File: src/hdl/skit_pkg.sv
`default_nettype none
package skit_pkg;

    localparam int TABLE_DEPTH = 16;
    localparam int KEY_BYTES   = 8;
    localparam int KEY_W       = 64;
    localparam int FIDX_W      = 16;
    localparam int POS_W       = 4;
    localparam int STAT_W      = 2;
    localparam int ECNT_W      = 5;
    localparam int ADDR_W      = (TABLE_DEPTH > 1) ? $clog2(TABLE_DEPTH) : 1;
    localparam int CNT_W       = $clog2(TABLE_DEPTH + 1);
    localparam int IN_DATA_W   = 88;
    localparam int OUT_DATA_W  = 88;

    localparam logic [7:0] HIGH_BYTE_MIN = 8'h80;
    localparam logic [7:0] SUBST_CHAR    = 8'h48;
    localparam logic [7:0] FOLD_OFFSET   = 8'd32;
    localparam logic [7:0] UPPER_FIRST   = 8'h41;
    localparam logic [7:0] UPPER_LAST    = 8'h5A;

    typedef enum logic {
        REQ_INSERT = 1'b0,
        REQ_READ   = 1'b1
    } req_type_t;

    typedef enum logic [STAT_W-1:0] {
        STAT_INSERTED   = 2'd0,
        STAT_DROPPED    = 2'd1,
        STAT_READ_OK    = 2'd2,
        STAT_READ_EMPTY = 2'd3
    } status_t;

    typedef enum logic {
        ST_IDLE = 1'b0,
        ST_EXEC = 1'b1
    } ctrl_state_t;

    typedef struct packed {
        logic capture;
        logic execute;
    } dp_cmd_t;

    function automatic logic [7:0] fold_byte(input logic [7:0] b);
        logic [7:0] r;
        r = b;
        if (b >= UPPER_FIRST && b <= UPPER_LAST)
        begin
            r = b + FOLD_OFFSET;
        end
        return r;
    endfunction

    // Key a sorts strictly before key b; the first deciding byte wins.
    function automatic logic key_less(input logic [KEY_W-1:0] a, input logic [KEY_W-1:0] b);
        logic       res;
        logic [7:0] ca;
        logic [7:0] cb;
        logic [7:0] fa;
        logic [7:0] fb;
        res = 1'b0;
        for (int i = 7; i >= 0; i--)
        begin
            ca = a[8*i +: 8];
            cb = b[8*i +: 8];
            fa = fold_byte(ca);
            fb = fold_byte(cb);
            if (ca == 8'd0 || cb == 8'd0)
            begin
                res = (ca < cb);
            end
            else if (fa != fb)
            begin
                res = (fa < fb);
            end
        end
        return res;
    endfunction

    function automatic logic [KEY_W-1:0] normalize_key(input logic [KEY_W-1:0] raw);
        logic [KEY_W-1:0] k;
        logic             alive;
        k     = '0;
        alive = 1'b1;
        if (raw[7:0] >= HIGH_BYTE_MIN)
        begin
            k[7:0] = SUBST_CHAR;
        end
        else
        begin
            for (int i = 0; i < 8; i++)
            begin
                if (i >= KEY_BYTES || raw[8*i +: 8] == 8'd0)
                begin
                    alive = 1'b0;
                end
                if (alive)
                begin
                    k[8*i +: 8] = raw[8*i +: 8];
                end
            end
        end
        return k;
    endfunction

endpackage
`default_nettype wire

File: src/hdl/skit_ctrl.sv
`default_nettype none
module skit_ctrl
(
    input  wire logic             clk,
    input  wire logic             rst_n,
    input  wire logic             in_valid,
    output logic                  in_ready,
    output logic                  out_valid,
    input  wire logic             out_ready,
    output skit_pkg::dp_cmd_t     cmd
);
    import skit_pkg::*;

    ctrl_state_t state_reg;
    ctrl_state_t state_next;
    logic        out_valid_reg;
    logic        out_valid_next;

    always_ff @(posedge clk or negedge rst_n)
    begin
        if (!rst_n)
        begin
            state_reg     <= ST_IDLE;
            out_valid_reg <= 1'b0;
        end
        else
        begin
            state_reg     <= state_next;
            out_valid_reg <= out_valid_next;
        end
    end

    always_comb
    begin
        state_next     = state_reg;
        out_valid_next = out_valid_reg && !out_ready;
        cmd            = '0;
        in_ready       = 1'b0;
        case (state_reg)
            ST_IDLE:
            begin
                in_ready = 1'b1;
                if (in_valid)
                begin
                    cmd.capture = 1'b1;
                    state_next  = ST_EXEC;
                end
            end
            ST_EXEC:
            begin
                // hold the request until the output register frees up
                if (!out_valid_reg || out_ready)
                begin
                    cmd.execute    = 1'b1;
                    out_valid_next = 1'b1;
                    state_next     = ST_IDLE;
                end
            end
            default:
            begin
                state_next = ST_IDLE;
            end
        endcase
    end

    assign out_valid = out_valid_reg;

endmodule
`default_nettype wire

File: src/hdl/skit_dp.sv
`default_nettype none
module skit_dp
(
    input  wire logic                          clk,
    input  wire logic                          rst_n,
    input  wire skit_pkg::dp_cmd_t             cmd,
    input  wire logic                          in_req_type,
    input  wire logic [skit_pkg::KEY_W-1:0]    in_key,
    input  wire logic [skit_pkg::FIDX_W-1:0]   in_fidx,
    input  wire logic [skit_pkg::POS_W-1:0]    in_pos,
    output logic [skit_pkg::STAT_W-1:0]        out_status,
    output logic [skit_pkg::KEY_W-1:0]         out_key,
    output logic [skit_pkg::FIDX_W-1:0]        out_index,
    output logic [skit_pkg::ECNT_W-1:0]        out_count
);
    import skit_pkg::*;

    // captured request
    logic              req_type_reg;
    logic [KEY_W-1:0]  req_key_reg;
    logic [FIDX_W-1:0] req_fidx_reg;
    logic [POS_W-1:0]  req_pos_reg;

    // table row
    logic [KEY_W-1:0]  key_reg [TABLE_DEPTH];
    logic [FIDX_W-1:0] fidx_reg [TABLE_DEPTH];
    logic [CNT_W-1:0]  count_reg;
    logic [CNT_W-1:0]  count_next;

    logic [STAT_W-1:0] status_reg;
    logic [STAT_W-1:0] status_next;
    logic [KEY_W-1:0]  okey_reg;
    logic [KEY_W-1:0]  okey_next;
    logic [FIDX_W-1:0] oidx_reg;
    logic [FIDX_W-1:0] oidx_next;

    logic [TABLE_DEPTH-1:0] sorts_ahead;
    logic                   full;
    logic                   do_insert;
    logic                   rd_hit;
    logic [ADDR_W-1:0]      rd_addr;

    always_ff @(posedge clk)
    begin
        if (cmd.capture)
        begin
            req_type_reg <= in_req_type;
            req_key_reg  <= normalize_key(in_key);
            req_fidx_reg <= in_fidx;
            req_pos_reg  <= in_pos;
        end
    end

    assign full      = (count_reg == CNT_W'(TABLE_DEPTH));
    assign do_insert = cmd.execute && (req_type_reg == REQ_INSERT) && !full;
    assign rd_addr   = ADDR_W'(req_pos_reg);
    assign rd_hit    = (32'(req_pos_reg) < 32'(count_reg));

    genvar g;
    generate
        for (g = 0; g < TABLE_DEPTH; g++)
        begin : g_cell
            logic take_prev;
            logic take_new;

            // new key sorts strictly before this held entry
            assign sorts_ahead[g] = (CNT_W'(g) < count_reg)
                                    && key_less(req_key_reg, key_reg[g]);

            if (g == 0)
            begin : g_first
                assign take_prev = 1'b0;
            end
            else
            begin : g_rest
                assign take_prev = sorts_ahead[g-1];
            end

            assign take_new = sorts_ahead[g] || (CNT_W'(g) == count_reg);

            always_ff @(posedge clk)
            begin
                if (do_insert)
                begin
                    if (take_prev)
                    begin
                        if (g > 0)
                        begin
                            key_reg[g]  <= key_reg[(g > 0) ? g - 1 : 0];
                            fidx_reg[g] <= fidx_reg[(g > 0) ? g - 1 : 0];
                        end
                    end
                    else if (take_new)
                    begin
                        key_reg[g]  <= req_key_reg;
                        fidx_reg[g] <= req_fidx_reg;
                    end
                end
            end
        end
    endgenerate

    always_comb
    begin
        count_next  = count_reg;
        status_next = status_reg;
        okey_next   = okey_reg;
        oidx_next   = oidx_reg;
        if (cmd.execute)
        begin
            okey_next = '0;
            oidx_next = '0;
            if (req_type_reg == REQ_INSERT)
            begin
                if (full)
                begin
                    status_next = STAT_DROPPED;
                end
                else
                begin
                    status_next = STAT_INSERTED;
                    count_next  = count_reg + CNT_W'(1);
                end
            end
            else if (rd_hit)
            begin
                status_next = STAT_READ_OK;
                okey_next   = key_reg[rd_addr];
                oidx_next   = fidx_reg[rd_addr];
            end
            else
            begin
                status_next = STAT_READ_EMPTY;
            end
        end
    end

    always_ff @(posedge clk or negedge rst_n)
    begin
        if (!rst_n)
        begin
            count_reg <= '0;
        end
        else
        begin
            count_reg <= count_next;
        end
    end

    always_ff @(posedge clk)
    begin
        status_reg <= status_next;
        okey_reg   <= okey_next;
        oidx_reg   <= oidx_next;
    end

    assign out_status = status_reg;
    assign out_key    = okey_reg;
    assign out_index  = oidx_reg;
    assign out_count  = ECNT_W'(32'(count_reg));

endmodule
`default_nettype wire

File: src/hdl/sorted_key_insertion_table_core.sv
// Sorted key table: keeps up to 16 entries (key of up to 8 bytes plus a
// 16-bit file index) in case-insensitive order, equal keys in arrival order.
// Slave channel: one request per transfer. tuser carries the request type
// (0 insert, 1 read); tdata carries key, file index and read position.
// Master channel: one result per request. tuser carries the status code,
// tdata the key and index read plus the number of entries held.
// Each request goes through a capture step, which normalizes and registers the
// key, and an execute step, which waits while the result register is still
// held and in which every table cell compares against the key in parallel and
// the row shifts by one place to open the slot. The result register is loaded
// at the end of the execute step, and only then is a new request accepted.
// A full table drops inserts. Reset empties the table at once.
// While the receiver stalls, the held result stays in place; one more
// request is still accepted and waits in the datapath until it frees up.
`default_nettype none
module sorted_key_insertion_table_core
(
    input  wire logic                               clk,
    input  wire logic                               rst_n,
    input  wire logic                               s_axis_tvalid,
    output logic                                    s_axis_tready,
    // [63:0] key_chars, [79:64] file_idx, [83:80] position, [87:84] zero
    input  wire logic [skit_pkg::IN_DATA_W-1:0]     s_axis_tdata,
    // [0] req_type
    input  wire logic                               s_axis_tuser,
    output logic                                    m_axis_tvalid,
    input  wire logic                               m_axis_tready,
    // [63:0] out_key, [79:64] out_index, [84:80] entry_count, [87:85] zero
    output logic [skit_pkg::OUT_DATA_W-1:0]         m_axis_tdata,
    // [1:0] status
    output logic [skit_pkg::STAT_W-1:0]             m_axis_tuser
);
    import skit_pkg::*;

    dp_cmd_t           cmd;
    logic [KEY_W-1:0]  out_key;
    logic [FIDX_W-1:0] out_index;
    logic [ECNT_W-1:0] out_count;

    skit_ctrl u_ctrl
    (
        .clk       (clk),
        .rst_n     (rst_n),
        .in_valid  (s_axis_tvalid),
        .in_ready  (s_axis_tready),
        .out_valid (m_axis_tvalid),
        .out_ready (m_axis_tready),
        .cmd       (cmd)
    );

    skit_dp u_dp
    (
        .clk         (clk),
        .rst_n       (rst_n),
        .cmd         (cmd),
        .in_req_type (s_axis_tuser),
        .in_key      (s_axis_tdata[63:0]),
        .in_fidx     (s_axis_tdata[79:64]),
        .in_pos      (s_axis_tdata[83:80]),
        .out_status  (m_axis_tuser),
        .out_key     (out_key),
        .out_index   (out_index),
        .out_count   (out_count)
    );

    assign m_axis_tdata = {3'b000, out_count, out_index, out_key};

`ifndef NO_ASSERTIONS
    a_busy_after_accept: assert property (@(posedge clk) disable iff (!rst_n)
        (s_axis_tvalid && s_axis_tready) |=> !s_axis_tready)
        else $error("request accepted while previous one still in work");

    a_drop_only_full: assert property (@(posedge clk) disable iff (!rst_n)
        (m_axis_tvalid && m_axis_tuser == STAT_DROPPED)
            |-> (out_count == ECNT_W'(TABLE_DEPTH)))
        else $error("insert dropped while table not full");

    a_zero_payload: assert property (@(posedge clk) disable iff (!rst_n)
        (m_axis_tvalid && (m_axis_tuser == STAT_INSERTED || m_axis_tuser == STAT_DROPPED
            || m_axis_tuser == STAT_READ_EMPTY))
            |-> (out_key == '0 && out_index == '0))
        else $error("non-read result carries key or index");
`endif

endmodule
`default_nettype wire

File: config.mk
export PLATFORM = sky130hd
export DESIGN_NAME = sorted_key_insertion_table_core
export DESIGN_NICKNAME = d
export VERILOG_FILES = /design/src/hdl/skit_pkg.sv /design/src/hdl/skit_ctrl.sv /design/src/hdl/skit_dp.sv /design/src/hdl/sorted_key_insertion_table_core.sv
export SDC_FILE = /design/constraint.sdc
export NUM_CORES = 2
export LEC_CHECK = 0
export BUFFER_PORTS_ARGS = -buffer_cell sky130_fd_sc_hd__buf_2
export CAP_MARGIN = 20
export CELL_PAD_IN_SITES_DETAIL_PLACEMENT = 1
export CELL_PAD_IN_SITES_GLOBAL_PLACEMENT = 2
export CORE_UTILIZATION = 48
export DETAILED_ROUTE_END_ITERATION = 10
export GPL_ROUTABILITY_DRIVEN = 0
export PLACE_DENSITY_LB_ADDON = 0.25
export SYNTH_ARGS = -nofsm -noshare
export SYNTH_HDL_FRONTEND = slang
export SYNTH_HIERARCHICAL = 1
export SYNTH_SLANG_ARGS = --single-unit
export TNS_END_PERCENT = 20
File: constraint.sdc
create_clock -name clk -period 24 [get_ports clk]
set_clock_uncertainty 0.05 [all_clocks]
set_input_delay 0 -clock clk [delete_from_list [all_inputs] [get_ports clk]]
set_output_delay 0 -clock clk [all_outputs]
set_load 0.03 [all_outputs]
### Yosys cells after proc, flatten, opt, wreduce, memory -nomap -nowiden

Memory sizes are Yosys's and may differ from the RTL's. A register that Yosys moved wholly into a read port is not among the register bits.
Cells that the tools add are included.

| cells by class | value |
|---|---|
| add/subtract/negate cells | 137 |
| magnitude comparators | 546 |
| eq/ne operators | 144 |
| muxes and demuxes | 567 |
| bitwise gates (word level) | 41 |
| reductions and logical operators | 460 |

Operator list:

| operator | count |
|---|---|
| 8-bit < comparator | 256 |
| 8-bit zero test | 144 |
| 8-bit by 6-bit adder with 8-bit output (second input constant) | 136 |
| 8-bit by 7-bit greater-or-equal comparator with 1-bit output (second input constant) | 136 |
| 8-bit by 7-bit <= comparator with 1-bit output (second input constant) | 136 |
| 8-bit 2-to-1 mux | 136 |
| 8-bit inequality test | 128 |
| 64-bit 2-to-1 mux | 15 |
| 1-bit 2-to-1 mux | 398 |
| 16-bit 2-to-1 mux | 15 |
| 1-bit logical AND | 155 |
| 1-bit logical OR | 145 |
| 4-bit by 5-bit == test with 1-bit output (first input constant) | 8 |
| 4-bit by 5-bit < comparator with 1-bit output (first input constant) | 8 |
| 1-bit OR | 30 |
| 3-bit by 5-bit == test with 1-bit output (first input constant) | 4 |
| 3-bit by 5-bit < comparator with 1-bit output (first input constant) | 4 |
| 2-bit OR reduction | 8 |
| 1-bit NOT | 11 |
| 2-bit by 5-bit == test with 1-bit output (first input constant) | 2 |
| 1-bit by 5-bit < comparator with 1-bit output (first input constant) | 2 |
| 2-bit by 5-bit < comparator with 1-bit output (first input constant) | 2 |
| 8-bit greater-or-equal comparator (second input constant) | 1 |
| 7-bit 2-to-1 mux | 1 |
| 10 further kinds | 14 |

| word-level totals | value |
|---|---|
| bits in registers | 94 |
| bits in writable memories | 1280 |
| input bits | 93 |
| output and inout bits | 92 |
| word-level logic and storage cells | 1913 |
| memories kept | 2 |

Memories:

| memory | words | width | read ports | clocked after Yosys merged registers in | write ports | line | RTL |
|---|---|---|---|---|---|---|---|
| u_dp.key_reg | 16 | 64 | 17 | 1 | 16 | skit_dp.sv:25 | `logic [KEY_W-1:0] key_reg [TABLE_DEPTH];` |
| u_dp.fidx_reg | 16 | 16 | 16 | 1 | 16 | skit_dp.sv:26 | `logic [FIDX_W-1:0] fidx_reg [TABLE_DEPTH];` |

### Longest topological paths before layout

An unclocked memory read counts as a cell.

| logic depth | value |
|---|---|
| word-level depth | 28 |
| mapped depth | 19 |

### Modules after synthesis

Netlist, hierarchy kept.

Modules (own cells, without submodules):

| module | instances | cells an instance | area an instance (sq um) | sequential area each (sq um) |
|---|---|---|---|---|
| skit_dp | 1 | 10172 | 115378.2 | 43576.8 |
| skit_ctrl | 1 | 8 | 93.8 | 50.0 |
| sorted_key_insertion_table_core | 1 | 4 | 26.3 | 0.0 |

### Least setup slack after synthesis

Ideal clock, no wire load.

| timing path | value |
|---|---|
| path type | reg2reg |
| from | register u_dp.req_key_reg[47] |
| to | memory u_dp.fidx_reg[8][0] (enable) |
| setup time | 0.566 ns |
| arrival | 8.730 ns |
| setup slack | 14.654 ns |
| cell stages (with the launch flop) | 14 |
| path buffers | 0 |
| cells stage by stage | edfxtp_1 -> or4_1 -> or4_1 -> o21ai_0 -> nor4b_1 -> a21boi_0 -> ha_1 -> a21oi_1 -> o21ai_0 -> a21o_1 -> a211oi_1 -> a211oi_1 -> o22a_1 -> a31oi_1 |

RTL lines:

| item | line | RTL |
|---|---|---|
| from (decl) | skit_dp.sv:20 | `logic [KEY_W-1:0] req_key_reg;` |
| from (signal assigned) | skit_dp.sv:48 | `req_key_reg <= normalize_key(in_key);` |
| to (decl) | skit_dp.sv:26 |  |

==> impl_metrics.py <==
metrics = {
    "timing": {
        "hold_violations": 0,
        "setup_viol": 0,
        "max_slew.worst_pin.slew_ps": 1240,
        "fin_crit_sh": 0.377,
        "min_period_ps": 9060,
        "setup-tns-final_ps": 0,
        "max_freq_mhz": 110,
        "rsz0062_at_grt": "no",
        "fin_ws_ps": 14940,
        "worst_hold_slack_ps": 261,
        "slew_headroom": 0.164,
        "drv_slew": 0,
    },
    "final_layout": {
        "final_area_sq_mm": 0.129,
        "n_fill_cell": 24800,
        "final_cells": 14000,
        "nets": 12300,
        "drive_gt1_frac": 0.204,
        "mostFrequentLayoutCells": "ha_1, edfxtp_1, inv_1",
        "syn_to_final_growth_pct": 12.1,
        "largest_register_ff_count": 1024,
        "seqCellArea_sq_mm": 0.0436,
        "multi_input_area_sq_mm": 0.0664,
        "utilization": 0.543,
        "final_common_cell": "ha_1",
    },
    "drt": {
        "ant_nets": 0,
        "vias_per_cell": 6.82,
        "vias": 95300,
        "drt_pass1_iterations": 6,
        "post_drt_wl_per_cell_microns": 32.9,
        "wl_mm": 460,
        "remaining_drc_errors": 0,
        "first_iter_violations": 9428,
    },
    "global_routing": {
        "grtUsageTotal": 0.374,
        "grt_pass1_vias": 100000,
        "grt_pass1_wl_mm": 671,
        "overflow": 0,
        "grt_max_degree": 82,
        "antenna_found_initial": 34,
    },
    "power": {
        "netSwitchingPower_mw": 3.47,
        "p_per_area_mw_per_mm2": 73.4,
        "p_int_mw": 6.03,
        "p_sw_frac": 0.365,
        "sequentialPowerShare": 0.378,
        "p_clk_frac": 0.306,
        "peakVddDrop_mv": 0.0690,
        "static-leakage-power_nw": 52.4,
        "combPwrFrac": 0.316,
        "power_mw": 9.50,
    },
    "cts": {
        "post_cts_resize_count": 0,
        "hold_buffers": 222,
        "cts_setup_buffers": 0,
        "cts_buffers": 178,
        "clk_pin_slew_ps": 60,
        "cts_htree_levels": 4,
        "root_buffer": "clkbuf_16",
        "cts_tree": "built",
        "insertion_delay_ps": 930,
        "cts_sinks": 1454,
        "clock_path_buffers": 3,
    },
    "critical_path": {
        "start_kind": "flop",
        "crit_path_end_kind": "flop",
        "arrival_ps": 9620,
        "worstPathMaxFanout": 33,
        "required_ps": 24560,
        "timing.rr.start": "u_dp/req_key_reg[0]$_SDFFCE_PP0P_",
        "crit_start": "u_dp/req_key_reg[0]$_SDFFCE_PP0P_",
        "path_class": "flop to flop",
    },
    "hold_path": {
        "min_from": "s_axis_tdata[71]",
        "hp-class": "input pin to flop",
    },
    "synth": {
        "ys.flop_type": "edfxtp_1",
        "syn_area_per_cell_sq_um": 11.3,
        "async_reset_ff_frac": 0.00481,
        "ys_warn_count": 6,
        "synth-seq-area-share": 0.378,
        "synth_cell_types": 91,
        "synth-edff-count": 1447,
        "postSynthCellCount": 10200,
        "ys_ff_latch": 1454,
        "netlist_area_sq_mm": 0.115,
    },
    "floorplanning": {
        "coreArea_sq_mm": 0.239,
        "die_width_microns": 493,
        "die_h_microns": 493,
        "die-area_sq_mm": 0.243,
        "io-pin-count": 185,
        "start_util": 0.484,
        "num_rows": 179,
    },
    "place": {
        "detailed_place_hpwl_mm": 320,
        "dpl.cell_count": 13400,
        "port_buffers": 177,
        "dpl-instance-area_sq_mm": 0.121,
        "place_ws_ps": 15200,
    },
    "job": {
        "cap_violations": 0,
    },
    "outcome": {
        "outcome": "complete, no violations",
    },
}
cells by family (layout without fill, tap and decap cells):
family | Yosys count | count (layout) | share of synthesized area
muxes | 1600 | 1600 | 0.195
xor gates and xnor gates | 4 | 4 | 0.000303
AOI/OAI and AO/OA | 2151 | 2151 | 0.119
and+or+nand+nor | 1952 | 1952 | 0.0899
buffers and inverters | 1480 | 2101 | 0.0508
adders and majority gates | 1541 | 1541 | 0.167
other | 2 | 11 | 0.0000650
DFF | 1454 | 1454 | 0.378
power groups by stage:
stage          clock network [mW]  logic, mW  registers, mW
2_1_floorplan                   0       1.78           3.58
3_3_place_gp                    0       2.73           3.61
3_5_place_dp                    0       2.88           3.63
4_1_cts                      2.94       2.93           3.58
5_1_grt                      3.02       3.19           3.62
6_report                     2.91       3.00           3.60
path summary, 6_finish.rpt:
kind,to,slack [ps],cells past startpoint
worst max-delay path,u_dp/key_reg[1][6]$_DFFE_PP_,14940,17
worst min-delay path,u_dp/req_fidx_reg[7]$_DFFE_PP_,260,3
worst max register to register,u_dp/key_reg[1][6]$_DFFE_PP_,14940,17
worst min register to register,u_dp/fidx_reg[6][1]$_DFFE_PP_,520,1
max in group asynchronous,u_dp/out_count[3]$_DFFE_PN0P_,22970,3
min in group asynchronous,u_dp/out_count[0]$_DFFE_PN0P_,320,3
area by class of cell:
type	count	share of cell area
diodes	7	0.000135
clock buffers	202	0.0351
clock inverters	129	0.0129
inverters	1127	0.0327
multi-input cells	7252	0.513
flip-flops and latches	1454	0.337
well taps	3167	0.0306
repair buffers	643	0.0386
layer usage:
metal / wire [microns] / part of all wire / global-route usage
met5: 212 / 0.00046 / 0
met4: 31300 / 0.068 / 0.229
met3: 38900 / 0.085 / 0.0692
met2: 210000 / 0.46 / 0.595
met1: 179000 / 0.39 / 0.472
cells in the mapped netlist (all sizes together), types with 14 or more instances:
cell type | number | area share
or4 | 55 | 0.0036
o311ai | 17 | 0.0013
a21oi | 672 | 0.029
a41oi | 34 | 0.0026
nand2b | 53 | 0.0029
o32ai | 14 | 0.0011
o2111ai | 23 | 0.0017
o211ai | 69 | 0.0045
ha | 1534 | 0.17
and4 | 16 | 0.0012
a211oi | 73 | 0.0049
o311a | 53 | 0.0046
or2 | 28 | 0.0015
and3 | 69 | 0.0037
or3 | 25 | 0.0014
a221oi | 16 | 0.0012
nand4 | 227 | 0.012
a2111oi | 29 | 0.0024
mux4 | 400 | 0.078
a211o | 17 | 0.0013
nor3 | 195 | 0.0084
inv | 1127 | 0.037
mux2 | 1199 | 0.12
o31ai | 64 | 0.0042
o41ai | 20 | 0.0015
a31oi | 142 | 0.0077
clkbuf | 196 | 0.0064
nor2b | 184 | 0.010
nor2 | 324 | 0.011
nand3 | 177 | 0.0077
a21boi | 40 | 0.0026
edfxtp | 1447 | 0.38
and2 | 77 | 0.0042
o21ai | 425 | 0.018
nand2 | 302 | 0.0098
nor4 | 174 | 0.0094
o21bai | 30 | 0.0019
a311oi | 14 | 0.0011
buf | 157 | 0.0078
o21a | 84 | 0.0055
a21o | 225 | 0.015
worst max-delay path, stage by stage (launching register included):
cell and delay [ps]:
edfxtp_1 890, or4_1 740, o211ai_1 200, a31oi_1 100, or2_2 320, buf_4 280
ha_1 370, nand4_1 110, nor2_1 560, o41ai_1 380, a311oi_1 840, and2_1 460
o2111ai_1 340, o21ai_0 790, o211a_4 560, buf_4 680, buf_4 690, mux2_2 410
Power figures use the tool's default switching activity.
